File: src/hw/rtl/sfcp_pkg.sv
`timescale 1ns / 1ps
// ----------------------------------------------------------------------------
// sfcp_pkg
// Shared constants and types for the sync-byte framed checksum parser.
// ----------------------------------------------------------------------------
package sfcp_pkg;

  localparam int unsigned BYTE_W       = 8;
  localparam int unsigned VALUE_W      = 16;
  localparam int unsigned POS_W        = 3;
  localparam int unsigned STORED_BYTES = 5;

  localparam logic [BYTE_W-1:0] SYNC_BYTE = 8'hAA;
  localparam logic [BYTE_W-1:0] END_BYTE  = 8'hFF;
  localparam logic [POS_W-1:0]  FIRST_POS = 3'd0;
  localparam logic [POS_W-1:0]  LAST_POS  = 3'd6;

  // Outcome of the word presented to the frame tracker.
  typedef struct packed {
    logic               hit;
    logic [VALUE_W-1:0] value;
  } frame_eval_t;

endpackage

File: src/hw/rtl/sfcp_frame_track.sv
`timescale 1ns / 1ps
// ----------------------------------------------------------------------------
// sfcp_frame_track
// Frame position tracking, byte store and end/checksum test for one word.
// ----------------------------------------------------------------------------
module sfcp_frame_track (
  input  logic                        clk,
  input  logic                        rst,
  input  logic                        step,
  input  logic [sfcp_pkg::BYTE_W-1:0] rx_byte,
  output sfcp_pkg::frame_eval_t       eval
);
  import sfcp_pkg::*;

  logic                   in_frame;
  logic [POS_W-1:0]       byte_position;
  logic [BYTE_W-1:0]      frame_bytes [STORED_BYTES];

  logic                   is_sync;
  logic                   active;
  logic [POS_W-1:0]       pos_eff;
  logic                   closing;
  logic [BYTE_W-1:0]      sum;

  assign is_sync = (rx_byte == SYNC_BYTE);
  assign active  = is_sync || in_frame;
  assign pos_eff = is_sync ? FIRST_POS : byte_position;
  assign closing = active && (pos_eff == LAST_POS);
  assign sum     = frame_bytes[0] + frame_bytes[1] + frame_bytes[2] + frame_bytes[3];

  assign eval.hit   = closing && (rx_byte == END_BYTE) && (frame_bytes[4] == sum);
  assign eval.value = {frame_bytes[0], frame_bytes[1]};

  always_ff @(posedge clk) begin
    if (rst) begin
      in_frame      <= 1'b0;
      byte_position <= FIRST_POS;
    end else if (step && active) begin
      if (closing) begin
        in_frame      <= 1'b0;
        byte_position <= FIRST_POS;
      end else begin
        in_frame      <= 1'b1;
        byte_position <= pos_eff + 3'd1;
      end
    end
  end

  // Store bytes 1..5; byte 0 is the sync word itself.
  always_ff @(posedge clk) begin
    if (step && active && !closing && (pos_eff != FIRST_POS)) begin
      frame_bytes[pos_eff - 3'd1] <= rx_byte;
    end
  end

endmodule

File: src/hw/rtl/serial_frame_checksum_parser_core.sv
`timescale 1ns / 1ps
// ----------------------------------------------------------------------------
// serial_frame_checksum_parser_core
// Receives serial bytes, tracks 7-byte frames opened by a sync word and
// emits byte1:byte2 of every frame that passes the end-byte and sum test.
// ----------------------------------------------------------------------------
// Path: an accepted word is held in the input register, and a good frame's value
//   is then loaded into the result register.
// Throughput: one word per cycle; a stalled result only holds back a word
//   that itself completes a good frame.
// Reset: synchronous, active high; clears the valid flags and frame state.
module serial_frame_checksum_parser_core (
  input  logic                         clk,
  input  logic                         rst,
  input  logic                         in_valid,
  output logic                         in_ready,
  input  logic [sfcp_pkg::BYTE_W-1:0]  rx_byte,
  output logic                         out_valid,
  input  logic                         out_ready,
  output logic [sfcp_pkg::VALUE_W-1:0] frame_value
);
  import sfcp_pkg::*;

  // Input register stage.
  logic              hold_valid;
  logic [BYTE_W-1:0] hold_byte;

  frame_eval_t eval;
  logic        advance;

  // A word that closes a good frame needs the result register free; any
  // other word moves on regardless of the output side.
  assign advance  = hold_valid && (!eval.hit || !out_valid || out_ready);
  assign in_ready = !hold_valid || advance;

  sfcp_frame_track u_track (
    .clk     (clk),
    .rst     (rst),
    .step    (advance),
    .rx_byte (hold_byte),
    .eval    (eval)
  );

  // Control: input and output valid flags.
  always_ff @(posedge clk) begin
    if (rst) begin
      hold_valid <= 1'b0;
      out_valid  <= 1'b0;
    end else begin
      if (in_valid && in_ready) begin
        hold_valid <= 1'b1;
      end else if (advance) begin
        hold_valid <= 1'b0;
      end
      if (advance && eval.hit) begin
        out_valid <= 1'b1;
      end else if (out_ready) begin
        out_valid <= 1'b0;
      end
    end
  end

  // Payload: capture the word, load the result.
  always_ff @(posedge clk) begin
    if (in_valid && in_ready) begin
      hold_byte <= rx_byte;
    end
    if (advance && eval.hit) begin
      frame_value <= eval.value;
    end
  end

endmodule

File: config.mk
export PLATFORM = sky130hd
export DESIGN_NAME = serial_frame_checksum_parser_core
export DESIGN_NICKNAME = d
export VERILOG_FILES = /design/src/hw/rtl/sfcp_pkg.sv /design/src/hw/rtl/sfcp_frame_track.sv /design/src/hw/rtl/serial_frame_checksum_parser_core.sv
export SDC_FILE = /design/constraint.sdc
export NUM_CORES = 1
export LEC_CHECK = 0
export BUFFER_PORTS_ARGS = -buffer_cell sky130_fd_sc_hd__buf_2
export CORE_UTILIZATION = 55
export CTS_BUF_LIST = sky130_fd_sc_hd__clkbuf_4 sky130_fd_sc_hd__clkbuf_8
export CTS_CLUSTER_DIAMETER = 40
export DETAILED_ROUTE_END_ITERATION = 12
export GPL_ROUTABILITY_DRIVEN = 0
export PLACE_DENSITY = 0.83
export RECOVER_POWER = 50
export REMOVE_ABC_BUFFERS = 1
export SYNTH_ARGS = -nofsm -noshare
export SYNTH_HDL_FRONTEND = slang
export SYNTH_SLANG_ARGS = --single-unit
File: constraint.sdc
create_clock -name clk -period 4.1 [get_ports clk]
set_clock_uncertainty 0.05 [all_clocks]
set_input_delay 0.615 -clock clk [delete_from_list [all_inputs] [get_ports clk]]
set_output_delay 0.615 -clock clk [all_outputs]
set_load 0.01 [all_outputs]
; ---- Word-level counts from Yosys, hierarchy flattened
; Memory sizes are Yosys's and may differ from the RTL's.
; Cells that the tools add are included.
[word_totals]
reg_bits = 30
wordCells = 45
input_bits = 12
mem_bits_rw = 40
n_memories = 1
[op_classes]
n_reduce_logical = 20
eq_ne = 4
n_addsub = 5
n_mux = 9
[mem_list]
columns = memory, depth, word_bits, rd, rd_clocked_by_memory_dff, write_ports, line_no
row1 = u_track.frame_bytes, 5, 8, 5, 0, 1, sfcp_frame_track.sv:17  ; logic [BYTE_W-1:0] frame_bytes [STORED_BYTES];
[op_table]
columns = op, n
row1 = adder 8 bit, 3
row2 = "== test 8 bit, second input constant", 2
row3 = logical AND 1 bit, 9
row4 = == test 8 bit, 1
row5 = 2-to-1 mux 1 bit, 7
row6 = 2-to-1 mux 3 bit, 2
row7 = zero test 1 bit, 4
row8 = logical OR 1 bit, 4
row9 = nonzero test 2 bit, 2
row10 = "adder 3 x 1 -> 3 bit, second input constant", 1
row11 = "== test 3 bit, second input constant", 1
row12 = nonzero test 3 bit, 1
row13 = "subtractor 3 x 1 -> 3 bit, second input constant", 1

; ---- Depth between registers and ports, before layout
; Gate-level depths: netlist (run 1).
[depth]
ltp_word = 15
ltp_mapped = 13
mapped_depth_nobuf = 13

; ---- Cells and area by module
; A second synthesis (run 1) with hierarchy kept.
[unflattened]
hier_cells = 192
hier_area_um2 = 3098.0
[by_module_without_submodules]
columns = mod, seq_area_each_um2, area_each_um2, instances, cells_each
row1 = sfcp_frame_track, 1281.2, 2273.4, 1, 156
row2 = serial_frame_checksum_parser_core, 760.7, 824.5, 1, 36

; ---- Worst setup path after synthesis (run 1)
; Ideal clock, no wire load.
[synth_path]
kind = register -> register
start = memory u_track.frame_bytes[1][1]
end = register frame_value[0] (netlist name), read port of u_track.frame_bytes (enable)
setup_slack_ps = -5
n_path_buf = 0
stages_incl_launch_ff = 13
t_arrival_ps = 3666
cell_sequence = edfxtp_1 > fa_1 > inv_1 > fa_1 > inv_1 > ha_1 > fa_1 > xor2_1 > nor4_1 > nand3_1 > nor2_1 > nand4_2 > nor2_1
[synth_lines]
columns = item, line_no
row1 = from (decl), sfcp_frame_track.sv:17
row2 = to (decl), serial_frame_checksum_parser_core.sv:20  ; output logic [sfcp_pkg::VALUE_W-1:0] frame_value

==> results of run 1 <==
==> stage by stage <==
| stage | setup slack, ns | util, % | TNS, ns | cells |
|---|---|---|---|---|
| global route | -0.504 | 67.1 | -0.504 | 328 |
| CTS | -0.337 | 67.1 | -0.337 | 328 |
| global placement | -0.0204 | 62.5 | -0.0204 | 308 |
| floorplan | -0.00997 | - | -0.160 | 198 |
| finish | -0.302 | 67.1 | -0.302 | 328 |
| detailed placement | -0.139 | 62.5 | -0.139 | 308 |
==> report_power, final <==
group          leakage (nW)  internal [mW]  switching, mW
registers             0.630          0.786         0.0130
clock network         0.103          0.309          0.240
logic                 0.691        0.00615        0.00552
total                  1.42           1.10          0.259
==> routing by layer <==
metal	track usage (%)	vias up	routed length (um)
met2	32.5	40	2630
met3	5.06	12	186
met4	10.2	0	136
li1	-	833	-
met5	0	-	0
met1	24.9	856	2340
==> Yosys cell counts (all sizes together) <==
master   count
nor2b        1
clkbuf       1
xnor3        2
nor3b        1
dfxtp        6
and2b        2
nand3        3
a22o         1
fa          14
mux2i        1
and3         1
or3          2
o22ai        1
a21boi       1
buf          2
a21bo        1
and2         1
nand4        6
o21ai        3
xor2         6
nor3         2
a221oi       1
xnor2        7
nor4         2
nor2         9
nand2b       2
a31oi        1
a31o         1
a21oi       12
or2          1
inv         17
o21bai       2
nand2        7
o21a         1
o2111ai      1
o211ai       1
edfxtp      64
a21o         3
ha          11
==> flip-flops by register name, summed over array words and instances (netlist names) <==
register               cells
frame_value               16
out_valid                  1
u_track.frame_bytes       40
hold_byte                  8
u_track.byte_position      3
u_track.in_frame           1
hold_valid                 1
==> kinds of logic after synthesis <==
family	synth area share [%]
XOR/XNOR	5.26
buffers and inverters	2.45
AND/OR/NAND/NOR	7.16
AO/OA/AOI/OAI	7.04
flip-flops	64.6
multiplexers	0.316
adder cells (fa/ha/maj)	13.2
==> cell type report <==
class                           instances  area share (%)
Sequential cell                        70            54.9
Multi-Input combinational cell        111            28.6
Timing Repair Buffer                   42            6.94
Clock buffer                           12            4.11
Tap cell                               72            2.42
Inverter                               17            1.72
Clock inverter                          4            1.28
==> repair_timing <==
action,in CTS,in global routing
cloned,0,0
pin swaps,9,1
buffers inserted,4,0
endpoints found under the hold margin,0,0
setup endpoints to repair,9,25
gates resized for setup,5,0
==> how the worst max path moves through the flow <==
stage	slack, ns	from	depth (start not counted)	end
floorplan	-0.01	u_track.frame_bytes[1][1]$_DFFE_PP_	12	frame_value[0]$_DFFE_PP_
global placement	-0.02	u_track.frame_bytes[1][1]$_DFFE_PP_	13	in_ready
detailed placement	-0.14	u_track.frame_bytes[1][1]$_DFFE_PP_	13	in_ready
CTS	-0.34	u_track.frame_bytes[2][1]$_DFFE_PP_	13	in_ready
global route	-0.50	u_track.frame_bytes[2][1]$_DFFE_PP_	13	in_ready
finish	-0.30	u_track.frame_bytes[2][1]$_DFFE_PP_	13	in_ready
==> cell usage in the layout (no fill, tap or decap), drive strengths merged, types with 3 or more instances in the layout <==
cell    synthesis  final
edfxtp         64     64
ha             11     11
buf             2     38
xnor2           7      7
inv            17     17
dfxtp           6      6
a21oi          12     12
xor2            6      6
nand2           7      7
a21o            3      3
nand3           3      3
nand4           6      6
o21ai           3      3
clkbuf          1     16
nor2            9      9
fa             14     14
==> results.cfg, run 1 <==
[placed_design]
dp_hpwl_um = 3640
port_buffers = 29
dpl_cell_area_um2 = 3460

[global_route]
grt_usage_pct = 20.0
gr-total-overflow = 0
grt_max_degree = 17
grt_pass1_wl_um = 8690
first_global_vias = 1803
antenna_found_initial = 0

[cells_and_area]
ff_latch_area_um2 = 2040
finish.instance_area_um2 = 3720
areaGrowthSynthToFinish_pct = 17.5
drive_above_1_share_pct = 27.3
multi_input_area_um2 = 1060
diodes = 0
fin_nets = 288
fillCellCount = 379

[power_and_ir_drop]
powerDensity_nw_per_um2 = 366
ir_drop_mv = 0.266
total_power_mw = 1.36
p_leak_nw = 1.42

[clock_network]
cts_buffers = 9
clk_path_buf_depth = 2
cts_root_buf = clkbuf_8
clk_latency_ns = 0.34
clock_sinks = 70
htree_num_levels = 3
path_clk_slew_ns = 0.07
cts_tree = built
cts_hold_buf = 0

[timing]
fmax_mhz = 227
holdWs_ns = 0.398
rsz0062_at_grt = yes
hold_viol_final = 0
tightestPinTransition_ns = 0.635
layout_setup_ws_ns = -0.302
relSlewSlack_pct = 57.5
setup_viol = 1
fin_crit_ns = 4.40
min_period_over_period_pct = 107
drv_slew = 0

[critical_path]
path_common_cell = fa_1
crit_chain = fa_1 > inv_1 > fa_1 > inv_1 > ha_2 > fa_1 > xor2_2 > nor4_2 > nand3_1 > nor2_2 > nand4_2 > or2_4 > buf_6
cp-end-kind = output port
r2r_cells = 14
timing.rr.end = hold_byte[4]$_DFFE_PP_
cp.required_ns = 3.43
path_max_fanout = 2
r2r_setup_slack_ns = 0.20
cp.arrival_ns = 3.74
crit-reg2reg-launch = u_track.frame_bytes[2][1]$_DFFE_PP_
worst-setup-path-type = register to output port
max_stage_delay_ns = 0.54
cp_num_buf_inv = 3
slowest_stage = fa_1
critPathTopFamily = adder cells
critPathLaunchType = register

[synthesis]
yosysSeqAreaShare_pct = 64.6
synthCells = 201
ys_seq_elements = 70
yosysWarnings = 0
synth_cell_types = 47
yosysTopAreaCellShare_pct = 60.8
synth.top_cells.by_area = edfxtp_1 61%, fa_1 8.9%, ha_1 4.4%
synth_top_area_cell = edfxtp_1
syn_avg_cell_area_um2 = 15.7
syn_area_um2 = 3160

[die]
start_util_pct = 57.1
io-pin-count = 30
rows = 27
die_width_um = 77.8
core_um2 = 5540
die_area_um2 = 6060
die_h_um = 77.8

[route]
drtAntennaViolNets = 0
finalWirelength_um = 5290
routed_via_density = 5.31
vias = 1741
drt_iter0_drc = 142
wire_per_inst_um = 16.1
drt_pass1_iterations = 4
drc = 0

[run_status]
failed_checks = setup timing
outcome = finished, violations left

[min_path]
whs_path_depth = 1
hold_path_class = input pin to register
worstHoldEndpoint = hold_byte[1]$_DFFE_PP_
hp-start = rx_byte[1]

[job]
drv_cap = 0
(Power assumes the default switching activity.)
==> inputs of run 2 (changes only) <==
- CORE_MARGIN: default -> 3
==> results.cfg, run 2 (synthesis results as in run 1) <==
[critical_path]
cp-end-kind = output port
crit-reg2reg-launch = u_track.frame_bytes[3][1]$_DFFE_PP_
timing.rr.end = u_track.in_frame$_SDFFE_PP0P_
r2r_cells = 19
path_max_fanout = 2
r2r_setup_slack_ns = 0.25
cp.arrival_ns = 3.57
cp.required_ns = 3.43
critPathLaunchType = register
worst-setup-path-type = register to output port

[die]
start_util_pct = 59.3
core_um2 = 5340
rows = 26
die_width_um = 81.8
io-pin-count = 30
die_area_um2 = 6700
die_h_um = 81.8

[route]
wire_per_inst_um = 17.1
finalWirelength_um = 5590
vias = 1748
drtAntennaViolNets = 0
routed_via_density = 5.35
drt_pass1_iterations = 4
drc = 0
drt_iter0_drc = 75

[clock_network]
path_clk_slew_ns = 0.08
clock_sinks = 70
clk_path_buf_depth = 2
htree_num_levels = 3
cts_root_buf = clkbuf_8
cts_tree = built
clk_latency_ns = 0.35
cts_buffers = 9
cts_hold_buf = 0

[global_route]
grt_max_degree = 17
grt_pass1_wl_um = 9000
antenna_found_initial = 0
grt_usage_pct = 19.3
gr-total-overflow = 0
first_global_vias = 1784

[run_status]
failed_checks = setup timing
outcome = finished, violations left

[cells_and_area]
final_core_util_pct = 71.3
drive_above_1_share_pct = 25.3
fillCellCount = 357
fin_nets = 289
top_regs = u_track.frame_bytes (40), frame_value (16), hold_byte (8)
most-common-layout-cells = 64 x edfxtp_1, 17 x buf_2, 15 x inv_1, 13 x fa_1, 11 x clkbuf_1
ff_latch_area_um2 = 2040
largest_reg_flops = 40
areaGrowthSynthToFinish_pct = 20.3
layout.cells.non_filler = 327
diodes = 0
multi_input_area_um2 = 1080
final_common_cell = edfxtp_1
top_register = u_track.frame_bytes

[power_and_ir_drop]
ir_drop_mv = 0.351
powerDensity_nw_per_um2 = 401
p_leak_nw = 1.43

[timing]
hold_viol_final = 0
fmax_mhz = 236
layout_setup_ws_ns = -0.131
rsz0062_at_grt = yes
tightestPinTransition_ns = 0.791
fin_crit_ns = 4.23
min_period_over_period_pct = 103
setup_viol = 1
drv_slew = 0
relSlewSlack_pct = 47.1
holdWs_ns = 0.389

[placed_design]
dp_cells = 304
port_buffers = 29
dp_hpwl_um = 3640

[min_path]
worstHoldEndpoint = hold_byte[7]$_DFFE_PP_
hp-start = rx_byte[7]
hold_path_class = input pin to register
whs_path_depth = 1

[job]
drv_cap = 0
run 2: changes by cell type in the layout (fill, tap and decap cells not counted), moves of 3 or more:
| cell | delta |
|---|---|
| clkbuf_1 | +8 |
| bufinv_16 | +3 |
| clkbuf_4 | -3 |
| buf_6 | +5 |
| buf_2 | -8 |
| buf_4 | -3 |
run 2: where the power goes:
group | switching (mW) | internal, mW
Sequential | 0.0131 | 0.786
Clock | 0.253 | 0.462
Combinational | 0.00593 | 0.00619
run 2: what timing repair did:
| item | 4_1_cts | 5_1_grt |
|---|---|---|
| pin swaps | 15 | 9 |
| buffers inserted | 9 | 1 |
| resized for setup | 14 | 2 |
| cloned | 0 | 0 |
| endpoints found under the setup margin | 1 | 5 |
run 2: per-stage QoR:
stage          total power [mW]  worst slack [ns]  instance area, um2  setup TNS (ns)
2_1_floorplan             0.814          -0.00997                3150          -0.160
3_3_place_gp              0.825            0.0162                3450               0
3_5_place_dp              0.826            0.0172                3450               0
4_1_cts                    1.53            -0.221                3830          -0.254
5_1_grt                    1.57            -0.301                3800          -0.301
6_report                   1.53            -0.131                3800          -0.131
run 2: layout make-up:
class | count | area share, %
inverter | 17 | 1.68
clock inverter | 7 | 3.59
tap | 70 | 2.30
timing repair buffer | 43 | 7.20
multi-input combinational | 111 | 28.3
clock buffer | 9 | 3.26
sequential | 70 | 53.7
run 2: how the worst max path moves through the flow:
stage / startpoint / to / slack, ns / depth (start not counted)
2_1_floorplan: u_track.frame_bytes[1][1]$_DFFE_PP_ / frame_value[0]$_DFFE_PP_ / -0.01 / 12
3_3_place_gp: u_track.frame_bytes[1][1]$_DFFE_PP_ / in_ready / 0.02 / 13
3_5_place_dp: u_track.frame_bytes[1][1]$_DFFE_PP_ / in_ready / 0.02 / 13
4_1_cts: u_track.frame_bytes[2][1]$_DFFE_PP_ / in_ready / -0.22 / 13
5_1_grt: u_track.frame_bytes[3][1]$_DFFE_PP_ / in_ready / -0.30 / 13
6_report: u_track.frame_bytes[3][1]$_DFFE_PP_ / in_ready / -0.13 / 13
run 2: per-layer routing:
metal  GRT usage (%)  vias to the layer above  wire (um)
met5               0                        -          0
met4            7.97                        0         76
met3            5.15                        9        302
met2            32.1                       55       2800
met1            24.0                      851       2420
li1                -                      833          -
run 2: critical path, stage by stage (launching register included):
cell	delay (ns)
edfxtp_1	0.40
fa_1	0.57
inv_2	0.04
fa_1	0.47
inv_1	0.04
ha_2	0.19
fa_2	0.37
a21o_1	0.17
a21oi_1	0.17
xnor2_1	0.12
a21oi_4	0.16
nand4_2	0.13
or2_4	0.27
buf_6	0.12
==> inputs of run 3 (changes only) <==
- SYNTH_HIERARCHICAL: default -> 1
==> results.cfg, run 3 <==
[synthesis]
syn_avg_cell_area_um2 = 16.1
synth.top_cells.by_area = edfxtp_1 62%, fa_1 9.0%, ha_1 4.4%
yosysTopAreaCellShare_pct = 62.0
syn_area_um2 = 3100
yosysWarnings = 6
synth_edf_count = 64
synthCells = 192
synthArstFlopShare_pct = 0
synth_top_area_cell = edfxtp_1
ys_top_cells_by_count = 64 x edfxtp_1, 17 x inv_1, 15 x a21oi_1
ys_seq_elements = 70
synthFlopType = edfxtp_1
yosysSeqAreaShare_pct = 65.9
post-synth-top-count-cell = edfxtp_1
synth_cell_types = 39

[route]
drt_iter0_drc = 102
finalWirelength_um = 6180
wire_per_inst_um = 18.5
vias = 1826
drt_pass1_iterations = 4
drc = 0
routed_via_density = 5.47
drtAntennaViolNets = 0

[cells_and_area]
top_register = u_track/frame_bytes
fin_nets = 296
diodes = 0
fillCellCount = 320
multi_input_area_um2 = 1150
finish.instance_area_um2 = 4000
largest_reg_flops = 40
final_common_cell = edfxtp_1
top_regs = u_track/frame_bytes (40), frame_value (16), hold_byte (8)
ff_latch_area_um2 = 2040
final_core_util_pct = 75.9
most-common-layout-cells = 64 x edfxtp_1, 28 x buf_2, 16 x buf_4, 15 x inv_1, 13 x fa_1
areaGrowthSynthToFinish_pct = 29.0
drive_above_1_share_pct = 36.7

[run_status]
outcome = finished, violations left
failed_checks = setup timing

[clock_network]
cts_tree = built
cts_buffers = 9
cts_hold_buf = 0
cts_root_buf = clkbuf_8
clock_sinks = 70
clk_latency_ns = 0.34
clk_path_buf_depth = 2
htree_num_levels = 3
path_clk_slew_ns = 0.08

[job]
drv_cap = 0

[die]
die_width_um = 81.1
io-pin-count = 30
rows = 26
die_h_um = 81.1
core_um2 = 5270
start_util_pct = 58.8
die_area_um2 = 6570

[timing]
tightestPinTransition_ns = 0.375
drv_slew = 0
rsz0062_at_grt = yes
relSlewSlack_pct = 74.8
fin_crit_ns = 4.71
layout_setup_ws_ns = -0.607
holdWs_ns = 0.391
hold_viol_final = 0
setup_viol = 60
fmax_mhz = 212
min_period_over_period_pct = 115

[critical_path]
cp-end-kind = output port
path_max_fanout = 2
cp.required_ns = 3.43
path_common_cell = fa_1
r2r_setup_slack_ns = -0.21
worst-setup-path-type = register to output port
max_stage_delay_ns = 0.55
cp.arrival_ns = 4.04
critPathLaunchType = register
crit_chain = fa_1 > inv_1 > fa_1 > inv_2 > ha_4 > fa_2 > xnor2_1 > nand4_1 > or4bb_4 > a2111oi_4 > buf_4 > nand4b_4 > buf_6
slowest_stage = fa_1

[placed_design]
dpl_cell_area_um2 = 3500
port_buffers = 29
dp_hpwl_um = 3860
dp_slack_ns = -0.547

[power_and_ir_drop]
ir_drop_mv = 0.373
powerDensity_nw_per_um2 = 354
p_leak_nw = 1.54
total_power_mw = 1.41

[global_route]
grt_pass1_wl_um = 9520
gr-total-overflow = 0
first_global_vias = 1828
grt_usage_pct = 20.9
antenna_found_initial = 0
grt_max_degree = 13

[min_path]
hold_path_class = input pin to register
[run 3: cell count changes in the layout (fill, tap and decap cells not counted), sizes merged, moves of 3 or more]
cell / delta
nor2: -6
nand4: -5
xor2: -3
nand2: +4
a21oi: +3
buf: +24
clkbuf: -10
nand3: +3
[run 3: stage by stage]
stage                     cells  TNS [ns]
after global placement      307    -19.62
final                       334     -8.71
after detailed placement    307    -28.11
after global routing        334    -20.81
after CTS                   328     -8.65
after floorplan             191    -25.63
[run 3: critical path: cells and delay by family, from the launching register on]
kind,cells,cell delay (ns)
AO/OA/AOI/OAI,1,0.27
XOR/XNOR,1,0.11
adder cells (fa/ha/maj),4,1.73
buffers and inverters,4,0.44
flip-flops,1,0.40
AND/OR/NAND/NOR,3,0.75
[run 3: cell families after synthesis]
logic type	after synthesis	synth area share, %
xor gates and xnor gates	13	5.05
muxes	1	0.323
AOI/OAI and AO/OA	30	6.26
adders and majority gates	25	13.5
buffers and inverters	18	2.22
and+or+nand+nor	35	6.75
DFF	70	65.9
[run 3: where the power goes]
part | switching, mW | internal (mW) | total (mW)
Sequential | 0.0145 | 0.786 | 0.801
Clock | 0.256 | 0.338 | 0.594
Combinational | 0.00992 | 0.0101 | 0.0200
Total | 0.281 | 1.13 | 1.41
[run 3: final timing paths]
kind,startpoint,to,depth (start not counted)
setup reg to reg,u_track/frame_bytes[2][1]$_DFFE_PP_,frame_value[0]$_DFFE_PP_,15
hold / removal,rx_byte[4],hold_byte[4]$_DFFE_PP_,1
hold reg to reg,u_track/frame_bytes[0][1]$_DFFE_PP_,frame_value[9]$_DFFE_PP_,0
setup / recovery,u_track/frame_bytes[2][1]$_DFFE_PP_,in_ready,13
[run 3: what timing repair did]
action | in CTS | in global routing
resized for setup | 16 | 30
setup endpoints to repair | 71 | 71
cloned | 1 | 0
pin swaps | 11 | 12
buffers inserted | 4 | 9
[run 3: metal layers]
metal  global-route usage (%)  vias up  wire length [um]
met5                        0        -                 0
met4                     10.6        0               124
met3                     3.66       11               264
met2                     35.3       49              3270
met1                     26.0      920              2530
li1                         -      846                 -
[run 3: area by class of cell]
| type | instances | share of cell area, % |
|---|---|---|
| Multi-Input combinational cell | 104 | 28.7 |
| Clock buffer | 9 | 3.10 |
| Tap cell | 70 | 2.19 |
| Inverter | 17 | 1.66 |
| Clock inverter | 7 | 2.22 |
| Sequential cell | 70 | 51.1 |
| Timing Repair Buffer | 57 | 11.0 |
